## config.mk

```make
export PLATFORM = sky130hd
export DESIGN_NAME = sorted_insert_priority_queue_flat
export DESIGN_NICKNAME = d
export VERILOG_FILES = /design/src/rtl/core/sipq_pkg.sv /design/src/rtl/core/sipq_in_if.sv /design/src/rtl/core/sipq_out_if.sv /design/src/rtl/core/sipq_datapath.sv /design/src/rtl/core/sipq_ctrl.sv /design/src/rtl/core/sorted_insert_priority_queue.sv /design/src/flat_wrapper.sv
export SDC_FILE = /design/constraint.sdc
export NUM_CORES = 1
export LEC_CHECK = 0
export BUFFER_PORTS_ARGS = -buffer_cell sky130_fd_sc_hd__buf_2
export CAP_MARGIN = 20
export CORE_MARGIN = 4
export CORE_UTILIZATION = 35
export CTS_BUF_LIST = sky130_fd_sc_hd__clkbuf_8
export DETAILED_ROUTE_END_ITERATION = 6
export PLACE_DENSITY = 0.6
export SYNTH_ARGS = -nofsm -noshare
export SYNTH_HDL_FRONTEND = slang
export SYNTH_SLANG_ARGS = --single-unit
export TNS_END_PERCENT = 1
```

## constraint.sdc

```tcl
create_clock -name clk -period 8.02 [get_ports clk]
set_input_delay 2.406 -clock clk [delete_from_list [all_inputs] [get_ports clk]]
set_output_delay 2.406 -clock clk [all_outputs]
set_load 0.005 [all_outputs]
```

## src/rtl/core/sipq_pkg.sv

```systemverilog
// Shared constants and control types of the sorted-insert priority queue.
// No dependencies; every other file in this folder imports this package.
package sipq_pkg;

  // Built size defaults, handed down to the top-level parameters.
  localparam int DEF_DEPTH     = 16;
  localparam int DEF_TIME_BITS = 16;
  localparam int DEF_CNT_W     = $clog2(DEF_DEPTH + 1);

  // Fixed field widths of the request and result channels.
  localparam int TIME_IN_W = 16;
  localparam int TAG_W     = 8;
  localparam int STAT_W    = 2;
  localparam int CAP_W     = 5;

  localparam logic [CAP_W-1:0] CAP_RESET = CAP_W'(16);

  // Operation codes.
  localparam logic OP_ENQ = 1'b0;
  localparam logic OP_DEQ = 1'b1;

  // Result status codes.
  localparam logic [STAT_W-1:0] STAT_DONE  = 2'd0;
  localparam logic [STAT_W-1:0] STAT_FULL  = 2'd1;
  localparam logic [STAT_W-1:0] STAT_EMPTY = 2'd2;

  // Commands from the controller to the datapath.
  typedef struct packed {
    logic               load;     // capture an accepted request
    logic               rd_head;  // read the head slot
    logic               rd_prev;  // read the slot just before the insert position
    logic               shift;    // move the read entry up one slot
    logic               place;    // write the new entry at the insert position
    logic               pop;      // retire the head entry
    logic               emit;     // load the result register
    logic [STAT_W-1:0]  code;     // status reported with the result
  } sipq_cmd_t;

  // Status from the datapath to the controller.
  typedef struct packed {
    logic is_deq;      // held request is a dequeue
    logic full;        // entry count has reached the effective capacity
    logic empty;       // no entries held
    logic pos_one;     // insert position is one slot past the head
    logic rd_greater;  // read entry time is greater than the new time
    logic out_free;    // result register can take a new result
  } sipq_sts_t;

endpackage

```

## src/rtl/core/sipq_in_if.sv

```systemverilog
// Request channel of the priority queue: valid/ready handshake plus payload.
// Depends on sipq_pkg for the field widths.
interface sipq_in_if;
  import sipq_pkg::*;

  logic                 valid;
  logic                 ready;
  logic                 operation;
  logic [TIME_IN_W-1:0] entry_time;
  logic [TAG_W-1:0]     entry_tag;

  modport source (output valid, output operation, output entry_time, output entry_tag,
                  input ready);
  modport sink   (input valid, input operation, input entry_time, input entry_tag,
                  output ready);
endinterface

```

## src/rtl/core/sipq_out_if.sv

```systemverilog
// Result channel of the priority queue: valid/ready handshake plus payload.
// Depends on sipq_pkg for the field widths and the default count width.
interface sipq_out_if #(
  parameter int CNT_W = sipq_pkg::DEF_CNT_W
);
  import sipq_pkg::*;

  logic                 valid;
  logic                 ready;
  logic [TIME_IN_W-1:0] out_time;
  logic [TAG_W-1:0]     out_tag;
  logic [STAT_W-1:0]    status;
  logic [CNT_W-1:0]     entry_count;

  modport source (output valid, output out_time, output out_tag, output status,
                  output entry_count, input ready);
  modport sink   (input valid, input out_time, input out_tag, input status,
                  input entry_count, output ready);
endinterface

```

## src/rtl/core/sipq_datapath.sv

```systemverilog
// Datapath of the priority queue: circular entry store, head and count,
// insert position, capacity register and the result register.
// Depends on sipq_pkg and sipq_out_if.
module sipq_datapath #(
  parameter int DEPTH     = sipq_pkg::DEF_DEPTH,
  parameter int TIME_BITS = sipq_pkg::DEF_TIME_BITS
) (
  input  logic                          clk,
  input  logic                          rst_n,
  input  logic                          operation,
  input  logic [sipq_pkg::TIME_IN_W-1:0] entry_time,
  input  logic [sipq_pkg::TAG_W-1:0]    entry_tag,
  input  logic                          cfg_we,
  input  logic [sipq_pkg::CAP_W-1:0]    cfg_wdata,
  input  sipq_pkg::sipq_cmd_t           cmd,
  output sipq_pkg::sipq_sts_t           sts,
  sipq_out_if.source                    out_chan
);
  import sipq_pkg::*;

  localparam int IDX_W = $clog2(DEPTH);
  localparam int CNT_W = $clog2(DEPTH + 1);
  localparam int SUM_W = CNT_W + 1;
  localparam int CW    = (CNT_W > CAP_W) ? CNT_W : CAP_W;
  localparam int KEEP  = (TIME_BITS < TIME_IN_W) ? TIME_BITS : TIME_IN_W;
  localparam int ENT_W = TIME_BITS + TAG_W;

  // Entry store; reset leaves it undefined.
  logic [ENT_W-1:0] mem [DEPTH];
  logic [ENT_W-1:0] rd_data_r;

  logic [IDX_W-1:0]     head_r, head_nxt;
  logic [CNT_W-1:0]     count_r, count_nxt;
  logic [CNT_W-1:0]     pos_r, pos_nxt;
  logic [CAP_W-1:0]     cap_r;
  logic                 op_r;
  logic [TIME_BITS-1:0] time_r;
  logic [TAG_W-1:0]     tag_r;

  logic                 out_valid_r;
  logic [TIME_IN_W-1:0] out_time_r;
  logic [TAG_W-1:0]     out_tag_r;
  logic [STAT_W-1:0]    out_status_r;
  logic [CNT_W-1:0]     out_count_r;

  logic [TIME_BITS-1:0] new_time;
  logic [TIME_BITS-1:0] rd_time;
  logic [TAG_W-1:0]     rd_tag;
  logic [TIME_IN_W-1:0] rd_time_out;
  logic [CW-1:0]        eff_cap;
  logic [CNT_W-1:0]     prev_off;
  logic [IDX_W-1:0]     wr_addr, rd_addr, prev_slot, next_head;
  logic                 rd_en, wr_en;
  logic [ENT_W-1:0]     wr_data;

  // Circular slot of an offset from the head; the sum stays below twice DEPTH.
  function automatic logic [IDX_W-1:0] slot_of(input logic [IDX_W-1:0] head,
                                               input logic [CNT_W-1:0] off);
    logic [SUM_W-1:0] sum;
    sum = SUM_W'(head) + SUM_W'(off);
    if (sum >= SUM_W'(DEPTH)) begin
      sum = sum - SUM_W'(DEPTH);
    end
    return sum[IDX_W-1:0];
  endfunction

  always_comb begin
    new_time = '0;
    new_time[KEEP-1:0] = entry_time[KEEP-1:0];
  end

  assign rd_time = rd_data_r[ENT_W-1:TAG_W];
  assign rd_tag  = rd_data_r[TAG_W-1:0];

  always_comb begin
    rd_time_out = '0;
    rd_time_out[KEEP-1:0] = rd_time[KEEP-1:0];
  end

  // Capacity zero acts as one; capacity above the built depth saturates.
  always_comb begin
    if (cap_r == '0) begin
      eff_cap = CW'(1);
    end else if (CW'(cap_r) > CW'(DEPTH)) begin
      eff_cap = CW'(DEPTH);
    end else begin
      eff_cap = CW'(cap_r);
    end
  end

  // When shifting, the next compare reads one slot further down.
  assign prev_off  = pos_r - CNT_W'(1) - CNT_W'(cmd.shift);
  assign prev_slot = slot_of(head_r, prev_off);
  assign next_head = slot_of(head_r, CNT_W'(1));

  assign wr_addr = slot_of(head_r, pos_r);
  assign wr_en   = cmd.shift | cmd.place;
  assign wr_data = cmd.shift ? rd_data_r : {time_r, tag_r};
  assign rd_en   = cmd.rd_head | cmd.rd_prev;
  assign rd_addr = cmd.rd_head ? head_r : prev_slot;

  always_ff @(posedge clk) begin
    if (wr_en) begin
      mem[wr_addr] <= wr_data;
    end
    if (rd_en) begin
      rd_data_r <= mem[rd_addr];
    end
  end

  always_comb begin
    head_nxt  = head_r;
    count_nxt = count_r;
    pos_nxt   = pos_r;
    if (cmd.load) begin
      pos_nxt = count_r;
    end
    if (cmd.shift) begin
      pos_nxt = pos_r - CNT_W'(1);
    end
    if (cmd.place) begin
      count_nxt = count_r + CNT_W'(1);
    end
    if (cmd.pop) begin
      head_nxt  = next_head;
      count_nxt = count_r - CNT_W'(1);
    end
  end

  always_ff @(posedge clk) begin
    if (!rst_n) begin
      head_r      <= '0;
      count_r     <= '0;
      pos_r       <= '0;
      cap_r       <= CAP_RESET;
      out_valid_r <= 1'b0;
    end else begin
      head_r  <= head_nxt;
      count_r <= count_nxt;
      pos_r   <= pos_nxt;
      if (cfg_we) begin
        cap_r <= cfg_wdata;
      end
      out_valid_r <= cmd.emit | (out_valid_r & ~out_chan.ready);
    end
  end

  // Request and result payload registers.
  always_ff @(posedge clk) begin
    if (cmd.load) begin
      op_r   <= operation;
      time_r <= new_time;
      tag_r  <= entry_tag;
    end
    if (cmd.emit) begin
      out_status_r <= cmd.code;
      out_count_r  <= count_r;
      if (op_r == OP_DEQ && cmd.code == STAT_DONE) begin
        out_time_r <= rd_time_out;
        out_tag_r  <= rd_tag;
      end else begin
        out_time_r <= '0;
        out_tag_r  <= '0;
      end
    end
  end

  always_comb begin
    sts.is_deq     = (op_r == OP_DEQ);
    sts.full       = (CW'(count_r) >= eff_cap);
    sts.empty      = (count_r == '0);
    sts.pos_one    = (pos_r == CNT_W'(1));
    sts.rd_greater = (rd_time > time_r);
    sts.out_free   = ~out_valid_r | out_chan.ready;
  end

  assign out_chan.valid       = out_valid_r;
  assign out_chan.out_time    = out_time_r;
  assign out_chan.out_tag     = out_tag_r;
  assign out_chan.status      = out_status_r;
  assign out_chan.entry_count = out_count_r;

endmodule

```

## src/rtl/core/sipq_ctrl.sv

```systemverilog
// Controller of the priority queue: sequences one request at a time through
// the datapath. Depends on sipq_pkg for the command and status types.
module sipq_ctrl (
  input  logic                clk,
  input  logic                rst_n,
  input  logic                in_valid,
  output logic                in_ready,
  input  sipq_pkg::sipq_sts_t sts,
  output sipq_pkg::sipq_cmd_t cmd
);
  import sipq_pkg::*;

  typedef enum logic [2:0] {
    S_IDLE,
    S_DECIDE,
    S_CMP,
    S_PLACE,
    S_POP,
    S_FINISH
  } state_t;

  state_t            state_r, state_nxt;
  logic [STAT_W-1:0] code_r, code_nxt;

  assign in_ready = (state_r == S_IDLE);

  always_comb begin
    cmd       = '0;
    cmd.code  = code_r;
    state_nxt = state_r;
    code_nxt  = code_r;
    unique case (state_r)
      S_IDLE: begin
        if (in_valid) begin
          cmd.load  = 1'b1;
          state_nxt = S_DECIDE;
        end
      end
      S_DECIDE: begin
        code_nxt = STAT_DONE;
        if (sts.is_deq) begin
          if (sts.empty) begin
            code_nxt  = STAT_EMPTY;
            state_nxt = S_FINISH;
          end else begin
            cmd.rd_head = 1'b1;
            state_nxt   = S_POP;
          end
        end else if (sts.full) begin
          code_nxt  = STAT_FULL;
          state_nxt = S_FINISH;
        end else if (sts.empty) begin
          cmd.place = 1'b1;
          state_nxt = S_FINISH;
        end else begin
          cmd.rd_prev = 1'b1;
          state_nxt   = S_CMP;
        end
      end
      S_CMP: begin
        // A later time moves up one slot; otherwise the new entry goes here.
        if (sts.rd_greater) begin
          cmd.shift = 1'b1;
          if (sts.pos_one) begin
            state_nxt = S_PLACE;
          end else begin
            cmd.rd_prev = 1'b1;
          end
        end else begin
          cmd.place = 1'b1;
          state_nxt = S_FINISH;
        end
      end
      S_PLACE: begin
        cmd.place = 1'b1;
        state_nxt = S_FINISH;
      end
      S_POP: begin
        cmd.pop   = 1'b1;
        state_nxt = S_FINISH;
      end
      S_FINISH: begin
        if (sts.out_free) begin
          cmd.emit  = 1'b1;
          state_nxt = S_IDLE;
        end
      end
      default: begin
        state_nxt = S_IDLE;
      end
    endcase
  end

  always_ff @(posedge clk) begin
    if (!rst_n) begin
      state_r <= S_IDLE;
      code_r  <= STAT_DONE;
    end else begin
      state_r <= state_nxt;
      code_r  <= code_nxt;
    end
  end

endmodule

```

## src/rtl/core/sorted_insert_priority_queue.sv

```systemverilog
// Sorted-insert priority queue of (time, tag) entries in a circular store.
// A rejected enqueue or an empty dequeue goes straight to finish, a dequeue via the pop
// state; an enqueue on an empty queue is placed at once, any other walks the compare
// state, where k entries (at most DEPTH - 1) move up one slot, one per cycle, each read
// and write together, before the new entry is placed. Throughput: one request at a time;
// the next is taken in the cycle after the result is loaded, later while a held result
// waits. Reset (synchronous, rst_n low): queue empty, head at slot zero, capacity 16.
module sorted_insert_priority_queue #(
  parameter int DEPTH     = sipq_pkg::DEF_DEPTH,
  parameter int TIME_BITS = sipq_pkg::DEF_TIME_BITS
) (
  input  logic                       clk,
  input  logic                       rst_n,
  sipq_in_if.sink                    in_chan,
  sipq_out_if.source                 out_chan,
  input  logic                       cfg_we,
  input  logic [sipq_pkg::CAP_W-1:0] cfg_wdata
);
  import sipq_pkg::*;

  // The controller and the datapath talk only through these two structs.
  sipq_cmd_t cmd;
  sipq_sts_t sts;
  logic      in_ready;

  // A request is taken only while the controller waits in its idle state.
  // The result register in the datapath lets the next request in even while
  // the previous result has not yet been taken downstream.
  assign in_chan.ready = in_ready;

  sipq_ctrl u_ctrl (
    .clk      (clk),
    .rst_n    (rst_n),
    .in_valid (in_chan.valid),
    .in_ready (in_ready),
    .sts      (sts),
    .cmd      (cmd)
  );

  // The datapath holds the entry store, the head slot, the entry count, the
  // capacity register and the result register. An enqueue walks down from
  // the tail, moving each entry with a later time up one slot, and then
  // writes the new entry, so equal times keep their arrival order.
  sipq_datapath #(
    .DEPTH     (DEPTH),
    .TIME_BITS (TIME_BITS)
  ) u_datapath (
    .clk        (clk),
    .rst_n      (rst_n),
    .operation  (in_chan.operation),
    .entry_time (in_chan.entry_time),
    .entry_tag  (in_chan.entry_tag),
    .cfg_we     (cfg_we),
    .cfg_wdata  (cfg_wdata),
    .cmd        (cmd),
    .sts        (sts),
    .out_chan   (out_chan)
  );

endmodule
```

## src/flat_wrapper.sv

```systemverilog
// flat-port wrapper written by rule: the top's interface ports become plain ports
module sorted_insert_priority_queue_flat import sipq_pkg::*;
#(
  parameter int DEPTH     = sipq_pkg::DEF_DEPTH,
  parameter int TIME_BITS = sipq_pkg::DEF_TIME_BITS
)
  (clk, rst_n, cfg_we, cfg_wdata, in_chan_valid, in_chan_operation, in_chan_entry_time, in_chan_entry_tag, in_chan_ready, out_chan_valid, out_chan_out_time, out_chan_out_tag, out_chan_status, out_chan_entry_count, out_chan_ready);
  sipq_in_if in_chan_i ();
  sipq_out_if out_chan_i ();
  input  logic clk;
  input  logic rst_n;
  input  logic cfg_we;
  input  logic [sipq_pkg::CAP_W-1:0] cfg_wdata;
  input wire logic [$bits(in_chan_i.valid)-1:0] in_chan_valid;
  input wire logic [$bits(in_chan_i.operation)-1:0] in_chan_operation;
  input wire logic [$bits(in_chan_i.entry_time)-1:0] in_chan_entry_time;
  input wire logic [$bits(in_chan_i.entry_tag)-1:0] in_chan_entry_tag;
  output wire logic [$bits(in_chan_i.ready)-1:0] in_chan_ready;
  output wire logic [$bits(out_chan_i.valid)-1:0] out_chan_valid;
  output wire logic [$bits(out_chan_i.out_time)-1:0] out_chan_out_time;
  output wire logic [$bits(out_chan_i.out_tag)-1:0] out_chan_out_tag;
  output wire logic [$bits(out_chan_i.status)-1:0] out_chan_status;
  output wire logic [$bits(out_chan_i.entry_count)-1:0] out_chan_entry_count;
  input wire logic [$bits(out_chan_i.ready)-1:0] out_chan_ready;
  assign in_chan_i.valid = in_chan_valid;
  assign in_chan_i.operation = in_chan_operation;
  assign in_chan_i.entry_time = in_chan_entry_time;
  assign in_chan_i.entry_tag = in_chan_entry_tag;
  assign in_chan_ready = in_chan_i.ready;
  assign out_chan_valid = out_chan_i.valid;
  assign out_chan_out_time = out_chan_i.out_time;
  assign out_chan_out_tag = out_chan_i.out_tag;
  assign out_chan_status = out_chan_i.status;
  assign out_chan_entry_count = out_chan_i.entry_count;
  assign out_chan_i.ready = out_chan_ready;
  sorted_insert_priority_queue #(.DEPTH(DEPTH), .TIME_BITS(TIME_BITS)) u_core (.clk(clk), .rst_n(rst_n), .in_chan(in_chan_i), .out_chan(out_chan_i), .cfg_we(cfg_we), .cfg_wdata(cfg_wdata));
endmodule
```

==> flow_summary.yaml <==
cells_and_area:
  nNetsFinal: 1669
  area.sequential_sq_um: 14440
  areaGrowthSynthToFinish_pct: 14.44
  fillers: 5613
  fraction_of_layout_instances_using_a_drive_strength_above_1: 0.1740
  num_antenna_cells: 0
  multi_input_area_sq_um: 7317
  final-instance-count-excl-fill: 2492
clocking:
  post_cts_resize_count: 0
  clock_buffers_created_by_tritoncts: 81
  cts_hold_repair.buffers: 0
  postCtsSetupBuffers: 0
  ctsHtreeMaxLevel: 3
  path_clk_slew_ps: 60
  cts_root_buf: "clkbuf_8"
  cts_num_sinks: 489
  clockBufferDepth: 3
  worstSkewPairLatency_ps: 660
  tritoncts_clock_tree: "yes"
setup_path:
  worst_ep_arrival_time_ps: 7100
  timing.reg2reg.setup_slack_ps: 1440
  endpoint_kind: "flip-flop"
  critical_path_required_ps: 8530
  critical_path_class: "reg -> reg"
  category_of_the_worst_setup_path_launch_point: "flip-flop"
  timing.critical_path.fanout_max: 20
sta:
  post-route-min-period_ps: 6584
  grt_setup_unrepaired: "false"
  fin_crit_sh: 0.8209
  clock_tree_skew_after_final_layout_ps: 21.46
  sum_of_negative_setup_slack_ps: 0
  timing.slew.headroom: 0.2668
  timing.fmax_ghz: 0.1519
  final.hold.worst_slack_ps: 512.1
  setup_viol: 0
  hold_viol: 0
  timing_worst_slew_pin_value_ps: 1097
  timing.final.max_slew_violations: 0
synth:
  synth.net_count: 1549
  synthesis.area_sq_um: 22050
  ys_seq_elements: 489
  post_synth_inst_count: 1476
  ys_warn_count: 0
  yosys.cell_types.count: 57
  ys_async_sr_fraction: 0
  count_of_flip_flops_with_a_built_in_enable_after_synthesis: 464
  post_synthesis_sequential_area_ratio: 0.6545
  synthesized_area_per_cell_sq_um: 14.94
  ys_dominant_reg_cell: "edfxtp_1"
floorplanning:
  die_span_in_y_um: 259.0
  die_area_sq_um: 67090
  io_pins: 68
  x_dimension_of_the_die_um: 259.0
  initial_core_util: 0.3554
  placementRows: 91
  fp.coreArea_sq_um: 62050
power_and_ir_drop:
  cellLeakagePower_nw: 9.223
  vdd_ir_drop_max_mv: 0.2366
  power_density_nw_per_um2: 362.1
  total_power_mw: 9.138
place:
  place.detailed.hpwl_um: 34560
  port_buffers: 67
  numPlacedInstances: 2348
  gp_congestion: 0.8652
detailed_routing:
  ant_nets: 0
  drt_first_pass_iters: 5
  routed-via-count: 13330
  post-route-drc-count: 0
  drtIter0Drc: 1146
  vias_per_cell: 5.350
  wl_um: 57800
  route.detailed.wl_per_inst_um: 23.20
outcome:
  status: "completed"
global_routing:
  gr-total-overflow: 0
  grt_first_pass_wirelength_um: 85300
  via_count_of_the_first_global_routing_pass: 13380
  globalRouteTotalUtil: 0.1689
  grt_antenna_before_repair: 0
  grt_max_degree: 59
min_path:
  min-delay-path-class: "reg -> reg"
flow_run:
  drv_cap: 0
where the power goes:
part | switching (mW) | internal [mW] | total (mW)
Sequential | 0.126 | 3.20 | 3.33
Clock | 0.972 | 1.05 | 2.02
Combinational | 2.30 | 1.49 | 3.79
Total | 3.40 | 5.74 | 9.14
logic make-up (layout without fill, tap and decap cells):
| group | after synthesis | in the layout | share of synthesized area |
|---|---|---|---|
| AOI/OAI and AO/OA | 178 | 178 | 0.06320 |
| xor gates and xnor gates | 16 | 16 | 0.007035 |
| adders and majority gates | 38 | 38 | 0.02258 |
| buffers and inverters | 119 | 298 | 0.02423 |
| DFF | 489 | 489 | 0.6545 |
| muxes | 384 | 384 | 0.1769 |
| and+or+nand+nor | 252 | 252 | 0.05157 |
final timing paths:
kind | from | end | cells past startpoint
max | u_core.u_datapath.rd_data_r[21] | u_core.u_datapath.rd_data_r[14] | 20
min | u_core.u_ctrl.code_r[1] | u_core.u_ctrl.code_r[1] | 2
max reg2reg | u_core.u_datapath.rd_data_r[21] | u_core.u_datapath.rd_data_r[14] | 20
min reg2reg | u_core.u_ctrl.code_r[1] | u_core.u_ctrl.code_r[1] | 2
through the flow:
stage | worst slack (ps) | area, sq um | util
5_1_grt | 1014 | 25240 | 0.4067
3_3_place_gp | 1635 | 23670 | 0.3815
2_1_floorplan | 3355 | 22050 | -
3_5_place_dp | 1512 | 23710 | 0.3821
6_report | 1436 | 25240 | 0.4067
4_1_cts | 1472 | 25180 | 0.4058
sequential cells by signal, summed over array words and instances, names as in the netlist, 4 cells and up:
signal / flops
u_core.u_datapath.cap_r: 5
u_core.u_datapath.mem: 384
u_core.u_datapath.tag_r: 8
u_core.u_datapath.pos_r: 5
u_core.u_datapath.out_chan.out_time: 16
u_core.u_datapath.time_r: 16
u_core.u_datapath.count_r: 5
u_core.u_datapath.out_chan.entry_count: 5
u_core.u_datapath.out_chan.out_tag: 8
u_core.u_datapath.rd_data_r: 24
u_core.u_datapath.head_r: 4
synthesized netlist by cell type (2+ instances only):
| library cell | count | area, sq um |
|---|---|---|
| nor3_1 | 11 | 55.05 |
| mux2i_1 | 347 | 3473 |
| o32ai_1 | 50 | 437.9 |
| o21ai_0 | 21 | 105.1 |
| a21o_1 | 9 | 67.56 |
| nor4_1 | 2 | 12.51 |
| nand2_1 | 36 | 135.1 |
| buf_4 | 7 | 52.55 |
| a21oi_1 | 18 | 90.09 |
| a211o_1 | 2 | 17.52 |
| xnor2_1 | 8 | 70.07 |
| nand3_1 | 24 | 120.1 |
| o2111ai_1 | 2 | 17.52 |
| a211oi_1 | 5 | 37.54 |
| buf_6 | 5 | 56.30 |
| o21a_1 | 2 | 15.01 |
| mux2_2 | 36 | 405.4 |
| edfxtp_1 | 464 | 13930 |
| dfxtp_1 | 25 | 500.5 |
| nand2b_1 | 8 | 50.05 |
| nor2b_1 | 3 | 18.77 |
| a221oi_1 | 48 | 420.4 |
| clkbuf_1 | 49 | 183.9 |
| nor2_1 | 130 | 488.0 |
| and2_1 | 28 | 175.2 |
| inv_1 | 36 | 135.1 |
| fa_1 | 3 | 60.06 |
| buf_2 | 19 | 95.09 |
| ha_1 | 35 | 437.9 |
| buf_1 | 2 | 7.510 |
| xor2_1 | 7 | 61.31 |
| nand4_1 | 4 | 25.02 |
| o211ai_1 | 5 | 37.54 |
| o211a_1 | 2 | 20.02 |
area by class of cell:
class / count / area share
Clock buffer: 86 / 0.04690
Clock inverter: 56 / 0.01135
Inverter: 37 / 0.005503
Multi-Input combinational cell: 868 / 0.2899
Sequential cell: 489 / 0.5721
Tap cell: 837 / 0.04149
Timing Repair Buffer: 119 / 0.03277
layout by cell type (no fill, tap or decap), types with 2 or more instances in the layout:
cell type and n:
clkinvlp_4 4, and2_1 28, nor2b_1 2, buf_2 67
buf_12 3, inv_1 65, edfxtp_1 464, o21ai_0 20
mux2i_1 344, clkinv_1 15, mux2_2 36, nor2_4 12
xor2_1 6, nand3_1 24, a211oi_1 5, nand4_1 4
bufinv_16 2, nand2_1 36, nor3_2 5, o211ai_1 5
mux2i_4 3, dfxtp_1 24, xnor2_1 8, ha_1 34
o21a_1 2, nor2_1 118, o32ai_1 49, a21oi_1 18
buf_4 45, a211o_1 2, a221oi_1 48, clkbuf_8 86
a21o_1 9, nand2b_1 8, nor4_1 2, buf_16 3
fa_1 3, nor3_1 6, clkinv_2 7
worst max-delay path, cell delays in order (launching register included):
cell and delay, ps:
edfxtp_1 420, ha_1 340, nand4_1 190, nor4_1 110, a21oi_1 360, and2_1 720, nand2_1 110, buf_4 230
inv_1 390, ha_1 310, inv_1 100, ha_4 140, inv_1 50, fa_1 440, xnor2_1 300, nor2_1 130
mux2i_4 740, buf_4 440, o32ai_1 150, a221oi_1 480, mux2_2 270
per-layer routing:
layer  track usage  wire (um)  vias up
li1              -          -     6009
met1        0.2276      25360     6773
met2        0.2788      27620      453
met3       0.02751       3416       98
met4       0.05802       1412        0
met5             0          0        -
(Power assumes the default switching activity.)
